**config.mk**
```make
export PLATFORM = sky130hd
export DESIGN_NAME = wmd_ram
export DESIGN_NICKNAME = d
export VERILOG_FILES = /design/src/rtl/wmd_ram.sv
export SDC_FILE = /design/constraint.sdc
export NUM_CORES = 1
export LEC_CHECK = 0
export BUFFER_PORTS_ARGS = -buffer_cell sky130_fd_sc_hd__buf_2
export CAP_MARGIN = 20
export CELL_PAD_IN_SITES_DETAIL_PLACEMENT = 1
export CELL_PAD_IN_SITES_GLOBAL_PLACEMENT = 1
export CORE_MARGIN = 2
export CORE_UTILIZATION = 49
export DETAILED_ROUTE_END_ITERATION = 7
export GPL_TIMING_DRIVEN = 0
export PLACE_DENSITY_LB_ADDON = 0.3
export SLEW_MARGIN = 20
export SYNTH_ARGS = -nofsm -noshare
export SYNTH_HDL_FRONTEND = slang
export SYNTH_SLANG_ARGS = --single-unit
```
**constraint.sdc**
```tcl
create_clock -name clk -period 3.32 [get_ports clk]
set_input_delay 0.166 -clock clk [delete_from_list [all_inputs] [get_ports clk]]
set_output_delay 0.166 -clock clk [all_outputs]
set_load 0.02 [all_outputs]
```
**src/rtl/wmd_ram.sv**
```systemverilog
`default_nettype none
// ----------------------------------------------------------------------------
// wmd_ram
// Generic single write, single read RAM with registered read data.
// ----------------------------------------------------------------------------
module wmd_ram #(
	parameter int WIDTH = 32,
	parameter int DEPTH = 16
) (
	input  wire logic                                   clk,
	input  wire logic                                   we,
	input  wire logic [(DEPTH > 1 ? $clog2(DEPTH) : 1)-1:0] waddr,
	input  wire logic [WIDTH-1:0]                       wdata,
	input  wire logic [(DEPTH > 1 ? $clog2(DEPTH) : 1)-1:0] raddr,
	output logic [WIDTH-1:0]                            rdata
);

	logic [WIDTH-1:0] mem_q [DEPTH];

	always_ff @(posedge clk) begin
		if (we) begin
			mem_q[waddr] <= wdata;
		end
		rdata <= mem_q[raddr];
	end

endmodule
`default_nettype wire

```
# [Word-level counts from Yosys, hierarchy flattened]
# Memory sizes are Yosys's and may differ from the RTL's. A register that Yosys moved wholly into a read port is not among the register bits.
# Cells that the tools add are included.
[op_classes] n_mux=2
[ops] op="1-bit 2-to-1 mux" n=2
[word_totals] ff_bits=0 mem_bits_rw=512 input_bits=42 out_inout_bits=32 elab_cells=3 memories=1
[mem_list] memory="mem_q" words=16 word_bits=32 read_ports=1 rd_ports_with_merged_regs=1 wr=1 line_no="18" source="logic [WIDTH-1:0] mem_q [DEPTH];"

# [Depth between registers and ports, before layout]
# Gate-level depths: netlist (run 1).
[logic_depth] depth_word=2 ltp_mapped=5 mapped_depth_nobuf=3

# [Least setup slack after synthesis (run 1)]
# OpenSTA, ideal clock, no wires.
[synth_path] path_kind="input to register" startpoint="input waddr[2] in the netlist's numbering" endpoint="memory mem_q[0][0] (enable)" setup_ns=0.461 arrival_time_ns=2.884 required_ns=2.859 path_slack_ns=-0.026 stages=2 n_path_buf=0 cell_sequence="or3b_2 nor3_1"
[synth_lines] element="from (decl)" line_no="12" source="input wire logic [(DEPTH > 1 ? $clog2(DEPTH) : 1)-1:0] waddr,"
[synth_lines] element="to (decl)" line_no="18"
# No word-level cell before the write port.

# [Worst setup path in the final report (run 1)]
[layout_path] startpoint="input we" endpoint="memory mem_q[12][3] (enable)"
[layout_via] elab_chain_len=2
[layout_rtl] element="from (decl)" line_no="11" source="input wire logic we,"
[layout_rtl] element="1-bit 2-to-1 mux" line_no="21" source="if (we) begin"
[layout_rtl] element="1-bit 2-to-1 mux (not written as such)" line_no="22" source="mem_q[waddr] <= wdata;"
# No other way between the ends.

==> results.toml, run 1 <==
[timing]
worstMarginPinSlew_ns = 1.011
fin_worst_skew_ns = 0.009981
max_slew_margin = 0.3258
hold_violations = 0
period_minus_slack_ns = 1.806
setup-violations-final = 0
period_share = 0.5440
slew_violations = 0
fmax_mhz = 553.7
rsz0062_at_grt = "no"

[setup_path]
crit_fanout = 8
critPathTopFamily = "simple AND/OR/NAND/NOR gates"
crit_type = "in -> reg"
crit_path_end_kind = "flop"
cp_slowest_cell = "nor3_2"
worstPathArrival_ns = 2.10
crit_chain = "buf_2 -> nand3_1 -> nor3_2 -> buf_4 -> buf_4 -> buf_4"
path_buf_inv = 4
crit_top_cell = "buf_4"
required_ns = 3.61
crit_path_start_kind = "input pin"
critPathMaxStageDelay_ns = 0.73

[floorplanning]
fp.dieArea_um2 = 42140
die_x_um = 205.3
core-area_um2 = 39820
die_h_um = 205.3
rows = 73
start_util = 0.4986
ioPinCount = 74

[power]
max-vdd-ir-drop_v = 0.0005599
seq_power_share = 0.524
powerDensity_nw_per_um2 = 619.6
p_int_w = 0.01165
p_comb_frac = 0.055
switchingPower_w = 0.003074
pwr-share-clk = 0.420
p_leak_nw = 7.733
swShare = 0.2088

[logic_synthesis]
yosys.area.top_type_share = 0.7744
synth_warnings = 0
synth_cell_types = 18
syn_inst = 838
synth_area_leaders = "edfxtp_1, mux4_2, dfxtp_1"
synthArstFlopShare = 0
syn_nets = 880
synth_edf_count = 512
syn_area_per_cell_um2 = 23.69
yosys.area.top_type = "edfxtp_1"
synth-main-ff-cell = "edfxtp_1"
ys_seq_area_frac = 0.8067
syn-cell-area_um2 = 19850
synth_seq_cells = 544

[layout]
final_util = 0.5967
drive_gt1_frac = 0.3222
stdcell_area_um2 = 23760
final_cell_mix = "edfxtp_1, mux4_2, buf_2"
layout_commonest_cell = "edfxtp_1"
syn_to_final_growth_pct = 19.69
layout.nets = 1077

[clock_tree]
cts_buffer_depth = 3
cts_resized = 0
h-tree-depth = 2
root_buffer = "clkbuf_16"
clkLatencyLatePin_ns = 0.60
numCtsBuffers = 56
cts_tree = "done"
clock-sinks = 544
path_clk_slew_ns = 0.05

[global_routing]
grt-ovfl-total = 0
grt_pass1_vias = 10411
grt_start_max_net_pins = 20
grt_usage = 0.2375
grt_pass1_wl_mm = 70.32
antenna_found_initial = 1

[placement]
portBuffers = 71
place_congestion = 0.6907
dp.final_hpwl_mm = 30.35
placed_cell_area_um2 = 21630

[hold_path]
hp-class = "in -> reg"

[detailed_routing]
postRouteAntennaNets = 0
vias = 9637
via_per_inst = 6.001
first_pass_iters = 5
dr.first_iter.drc_count = 827
detail_route.wl_per_cell_um = 29.74
drc = 0
wl_mm = 47.77

[run]
drv_cap = 0

[run_status]
status = "completed"
[cell families (layout without fill, tap and decap cells)]
family / count (synthesis) / after routing / synth area share
compound gates: 64 / 64 / 0.02420
other cells: 0 / 1 / 0
buf+inv: 43 / 285 / 0.01122
mux: 128 / 128 / 0.1452
flops: 544 / 544 / 0.8067
simple gates: 59 / 59 / 0.01273
[repair_timing]
| item | in CTS | in global routing |
|---|---|---|
| buffers inserted | 0 | 0 |
| hold endpoints to repair | 512 | 0 |
| hold buffers | 32 | 0 |
[synthesized netlist by cell type, types with 2 or more instances]
master and count:
dfxtp_1 32, buf_4 11, nor3_1 4, nor2b_1 2, nand2b_1 2, buf_1 9, edfxtp_1 512, nor2_1 13
nand3b_1 2, mux4_2 128, buf_6 2, clkbuf_1 17, nand2_1 33, a22oi_1 64, buf_2 4
[stage by stage]
| stage | instances | worst slack, ns | hold WS (ns) | power (W) | setup TNS, ns |
|---|---|---|---|---|---|
| 5_1_grt | 1606 | 1.375 | 0.04949 | 0.01513 | 0 |
| 6_report | 1606 | 1.514 | 0.04982 | 0.01472 | 0 |
| 3_5_place_dp | 1470 | 0.8885 | 0.5531 | 0.008655 | 0 |
| 4_1_cts | 1605 | 1.484 | 0.03107 | 0.01483 | 0 |
| 2_1_floorplan | 838 | 0.2747 | 0.2649 | 0.008284 | 0 |
| 3_3_place_gp | 1434 | -2.593 | 0.5370 | 0.008578 | -530.06 |
[worst register-to-register path, stage by stage (launching register included)]
cell and delay, ns:
edfxtp_1 0.39, mux4_2 0.48, a22oi_1 0.26, nand2_1 0.20
[power by group through the flow]
stage	registers [W]	logic [W]	clock network, W
finish	0.00772	0.000814	0.00619
CTS	0.00772	0.000826	0.00628
floorplan	0.00792	0.000369	0
global placement	0.00786	0.000719	0
global route	0.00773	0.000874	0.00653
detailed placement	0.00787	0.000789	0
[worst paths after layout]
kind	from	endpoint	slack, ns	cells after the start
worst max register to register	mem_q[10][23]$_DFFE_PP_	rdata[23]$_DFF_P_	1.83	3
worst min register to register	mem_q[15][29]$_DFFE_PP_	rdata[29]$_DFF_P_	0.68	3
worst max-delay path	we	mem_q[12][3]$_DFFE_PP_	1.51	6
worst min-delay path	waddr[0]	mem_q[0][22]$_DFFE_PP_	0.05	2
[layer usage]
metal / vias to the layer above / track usage / share of wire
met5: - / 0 / 0
met4: 0 / 0.06115 / 0.022
met3: 82 / 0.04276 / 0.064
met2: 394 / 0.3935 / 0.50
met1: 5183 / 0.3304 / 0.41
li1: 3978 / - / -
[final cells by class]
cell class,count,area [um2]
repair buffers,139,1321
clock buffers,80,1562
fillers,3317,16060
well taps,525,656.9
clock inverters,23,251.5
plain buffers,43,222.7
diodes,1,2.502
multi-input cells,251,3732
flip-flops and latches,544,16020
[state kept, by name (all words and copies together), names as in the netlist]
signal	flops
mem_q	512
rdata	32
No activity file was read; power rests on OpenSTA's default activity.
==> run 2, diff against run 1 <==
==> constraint.sdc (replaced) <==
create_clock -name clk -period 1.5 [get_ports clk]
set_input_delay 0.075 -clock clk [delete_from_list [all_inputs] [get_ports clk]]
set_output_delay 0.075 -clock clk [all_outputs]
set_load 0.02 [all_outputs]
==> results.toml, run 2 (synthesis gave the netlist of run 1 again) <==
[hold_path]
holdCritStartpoint = "waddr[0]"
holdPathStages = 2
hp-class = "in -> reg"
worstHoldEndpoint = "mem_q[4][20]$_DFFE_PP_"

[setup_path]
r2r-start = "mem_q[0][30]$_DFFE_PP_"
r2r_setup_slack_ns = 0.12
crit_path_start_kind = "input pin"
crit_fanout = 10
crit-reg2reg-capture = "rdata[30]$_DFF_P_"
worstPathArrival_ns = 1.82
required_ns = 1.95
crit_type = "in -> reg"
critPathMaxStageDelay_ns = 0.77
rr_worst_depth = 3
crit_path_end_kind = "flop"
crit_chain = "buf_2 -> buf_1 -> mux4_2 -> a22oi_1 -> nand2_1"
cp_slowest_cell = "buf_1"

[global_routing]
grt_pass1_wl_mm = 69.17
antenna_found_initial = 1
grt_usage = 0.2335
grt_start_max_net_pins = 19
grt_pass1_vias = 10248
grt-ovfl-total = 0

[clock_tree]
path_clk_slew_ns = 0.06
cts_tree = "done"
clock-sinks = 544
numCtsBuffers = 53
root_buffer = "clkbuf_16"
cts_buffer_depth = 3
clkLatencyLatePin_ns = 0.59
h-tree-depth = 2
post_cts_buffers = 0

[timing]
worstMarginPinSlew_ns = 0.9898
whs_ns = 0.06489
period_minus_slack_ns = 1.377
setup-violations-final = 0
max_slew_margin = 0.3402
fin_ws_ns = 0.1229
hold_violations = 0
fin_worst_skew_ns = 0.01454
slew_violations = 0
rsz0062_at_grt = "no"
fmax_mhz = 726.2
period_share = 0.9181

[floorplanning]
ioPinCount = 74
core-area_um2 = 39820
start_util = 0.4986
die_h_um = 205.3
rows = 73
fp.dieArea_um2 = 42140
die_x_um = 205.3

[power]
powerDensity_nw_per_um2 = 1358
max-vdd-ir-drop_v = 0.0008270
p_leak_nw = 7.720

[layout]
layout_commonest_cell = "edfxtp_1"
syn_to_final_growth_pct = 19.79
top_regs = "mem_q x512, rdata x32"
final_cell_mix = "edfxtp_1, mux4_2, buf_2"
largest_reg_flops = 512
fillCellCount = 3319
drive_gt1_frac = 0.3172
final_util = 0.5972
layout.nets = 1070
largest_register = "mem_q"

[detailed_routing]
drc = 0
postRouteAntennaNets = 0
via_per_inst = 5.985
first_pass_iters = 4
vias = 9564
dr.first_iter.drc_count = 786
detail_route.wl_per_cell_um = 29.49
wl_mm = 47.13

[run]
drv_cap = 0

[placement]
dp.final_hpwl_mm = 29.39
portBuffers = 71
dp_worst_setup_slack_ns = -0.4673
place_congestion = 0.7050

[run_status]
status = "completed"
[run 2: changes by cell type in the layout (fill, tap and decap cells not counted), moves of 2 or more]
cell / delta
buf_16: +3
buf_4: -12
buf_6: +2
buf_8: +4
bufinv_16: +2
clkbuf_1: -3
clkbuf_8: -7
clkinv_1: +4
clkinv_2: +2
nor3_2: -3
nor3_4: +3
[run 2: power by group]
group          internal [W]  switching [W]
registers            0.0170      0.0000953
logic              0.000725        0.00108
clock network       0.00791        0.00549
total                0.0256        0.00666
[run 2: worst max path at each step]
stage / cells past startpoint / to / from / slack, ns
3_3_place_gp: 3 / mem_q[8][1]$_DFFE_PP_ / waddr[2] / -1.41
5_1_grt: 3 / rdata[31]$_DFF_P_ / mem_q[9][31]$_DFFE_PP_ / 0.03
6_report: 5 / rdata[21]$_DFF_P_ / raddr[1] / 0.12
4_1_cts: 3 / rdata[30]$_DFF_P_ / mem_q[0][30]$_DFFE_PP_ / 0.09
3_5_place_dp: 5 / rdata[11]$_DFF_P_ / raddr[1] / -0.47
2_1_floorplan: 2 / mem_q[0][0]$_DFFE_PP_ / waddr[2] / -0.28
[run 2: per-stage QoR]
| stage | TNS [ns] | cells | power, W | cell area, um2 |
|---|---|---|---|---|
| after floorplan | -24.67 | 838 | 0.01835 | 20000 |
| after global placement | -436.62 | 1434 | 0.01900 | 21010 |
| after detailed placement | -138.08 | 1466 | 0.01916 | 21710 |
| after CTS | 0 | 1597 | 0.03254 | 23780 |
| after global routing | 0 | 1598 | 0.03322 | 23780 |
| final | 0 | 1598 | 0.03229 | 23780 |
[run 2: routing by layer]
layer	GRT usage	vias to the layer above	share of wire
li1	-	3962	-
met1	0.3348	5146	0.42
met2	0.3699	393	0.49
met3	0.05337	63	0.073
met4	0.05473	0	0.017
met5	0	-	0
[run 2: area by class of cell]
type	count	area [um2]	area share
Timing Repair Buffer	135	1376	0.05787
Clock inverter	30	321.6	0.01352
Clock buffer	69	1429	0.06008
Sequential cell	544	16020	0.6734
Buffer	43	222.7	0.009364
Antenna cell	1	2.502	0.0001052
Multi-Input combinational cell	251	3759	0.1580
Tap cell	525	656.9	0.02762
[run 2: what timing repair did]
action | 4_1_cts | 5_1_grt
gates resized for setup | 0 | 0
endpoints found under the hold margin | 512 | 0
hold buffers | 32 | 0
setup endpoints to repair | 0 | 0
[run 2: worst max-delay path: cells and delay by family]
| family | cells | cell delay (ns) |
|---|---|---|
| and+or+nand+nor | 1 | 0.13 |
| buffers and inverters | 2 | 1.00 |
| muxes | 1 | 0.44 |
| AOI/OAI and AO/OA | 1 | 0.17 |
==> run 3, diff against run 2 <==
--- a/config.mk
+++ b/config.mk
@@ -10,7 +10,7 @@
 export CELL_PAD_IN_SITES_DETAIL_PLACEMENT = 1
 export CELL_PAD_IN_SITES_GLOBAL_PLACEMENT = 1
 export CORE_MARGIN = 2
-export CORE_UTILIZATION = 49
+export CORE_UTILIZATION = 59
 export DETAILED_ROUTE_END_ITERATION = 7
 export GPL_TIMING_DRIVEN = 0
 export PLACE_DENSITY_LB_ADDON = 0.3
==> constraint.sdc (replaced) <==
create_clock -name clk -period 1.8 [get_ports clk]
set_input_delay 0.09 -clock clk [delete_from_list [all_inputs] [get_ports clk]]
set_output_delay 0.09 -clock clk [all_outputs]
set_load 0.02 [all_outputs]
==> results.toml, run 3 (synthesis gave the netlist of run 1 again) <==
[layout]
layout.nets = 1064
syn_to_final_growth_pct = 18.40
largest_reg_flops = 512
drive_gt1_frac = 0.3217
fin_cells = 1513
final_cell_mix = "edfxtp_1, mux4_2, buf_2"
multi_input_area_um2 = 3754
layout_commonest_cell = "edfxtp_1"
fillCellCount = 2565
seq_area_um2 = 16020
largest_register = "mem_q"
final_util = 0.7046
top_regs = "mem_q x512, rdata x32"

[setup_path]
crit_path_end_kind = "flop"
crit_path_start_kind = "input pin"
crit_type = "in -> reg"
worstPathArrival_ns = 2.03
crit_chain = "clkbuf_1 -> buf_2 -> mux4_2 -> a22oi_1 -> nand2_1"
critPathMaxStageDelay_ns = 0.64
crit_fanout = 10
required_ns = 2.19
cp_slowest_cell = "clkbuf_1"

[timing]
slew_violations = 0
whs_ns = 0.1032
worstMarginPinSlew_ns = 0.9430
hold_violations = 0
period_share = 0.9083
fmax_mhz = 611.6
rsz0062_at_grt = "no"
fin_worst_skew_ns = 0.01462
max_slew_margin = 0.3713
setup-violations-final = 0
period_minus_slack_ns = 1.635

[detailed_routing]
vias = 9882
detail_route.wl_per_cell_um = 33.33
wl_mm = 50.43
postRouteAntennaNets = 0
dr.first_iter.drc_count = 1125
via_per_inst = 6.531
first_pass_iters = 6
drc = 0

[hold_path]
hp-class = "in -> reg"

[power]
p_leak_nw = 7.637
powerDensity_nw_per_um2 = 1129
max-vdd-ir-drop_v = 0.0009528

[placement]
place_congestion = 0.7114
placed_cells = 1384
dp.final_hpwl_mm = 29.76
portBuffers = 71

[clock_tree]
cts_tree = "done"
path_clk_slew_ns = 0.06
clock-sinks = 544
clkLatencyLatePin_ns = 0.57
post_cts_buffers = 0
cts_buffer_depth = 3
root_buffer = "clkbuf_16"
numCtsBuffers = 52
h-tree-depth = 2

[global_routing]
grt_pass1_vias = 10804
grt-ovfl-total = 0
grt_start_max_net_pins = 21
grt_pass1_wl_mm = 74.18
grt_usage = 0.2983
antenna_found_initial = 2

[floorplanning]
fp.dieArea_um2 = 35130
core-area_um2 = 33360
die_h_um = 187.4
start_util = 0.5951
die_x_um = 187.4
rows = 67
ioPinCount = 74

[run_status]
status = "completed"

[run]
drv_cap = 0
run 3: power breakdown:
group,internal (W),switching (W)
Sequential,0.0142,0.0000981
Clock,0.00613,0.00462
Combinational,0.000598,0.000942
run 3: cell type report:
class / instances / area share
diodes: 2 / 0.0002129
plain buffers: 43 / 0.009474
clock buffers: 65 / 0.06004
clock inverters: 30 / 0.01091
multi-input cells: 251 / 0.1597
flip-flops and latches: 544 / 0.6813
well taps: 448 / 0.02385
repair buffers: 130 / 0.05456
run 3: metrics by stage:
stage / area [um2] / worst slack (ns) / power (W) / setup TNS (ns)
6_report: 23510 / 0.1651 / 0.02654 / 0
5_1_grt: 23510 / 0.1278 / 0.02715 / 0
4_1_cts: 23500 / 0.2021 / 0.02659 / 0
3_5_place_dp: 21510 / -0.3617 / 0.01596 / -38.06
3_3_place_gp: 20810 / -2.105 / 0.01580 / -837.30
2_1_floorplan: 19900 / -0.3178 / 0.01528 / -99.57
run 3: worst paths after layout:
kind                            from                endpoint  slack [ns]  depth (start not counted)
max                         raddr[1]       rdata[16]$_DFF_P_        0.17                          5
min                         waddr[0]  mem_q[0][28]$_DFFE_PP_        0.10                          2
max reg2reg  mem_q[11][31]$_DFFE_PP_       rdata[31]$_DFF_P_        0.23                          3
min reg2reg   mem_q[14][0]$_DFFE_PP_        rdata[0]$_DFF_P_        0.68                          3
run 3: timing repair:
item	CTS	global route
hold buffers	32	0
setup endpoints to repair	0	0
endpoints found under the hold margin	512	0
resized for setup	0	0
run 3: worst max-delay path, delay by kind of cell:
| family | cells | cell delay, ns |
|---|---|---|
| buf+inv | 2 | 1.11 |
| mux | 1 | 0.38 |
| compound gates | 1 | 0.24 |
| simple gates | 1 | 0.20 |
run 3: layer usage:
metal / GRT usage / vias up / share of wire / routed length [um]
met5: 0 / - / 0 / 0
met4: 0.1151 / 0 / 0.034 / 1739
met3: 0.06679 / 124 / 0.085 / 4290
met2: 0.4890 / 561 / 0.50 / 25460
met1: 0.3984 / 5256 / 0.38 / 18930
li1: - / 3941 / - / -
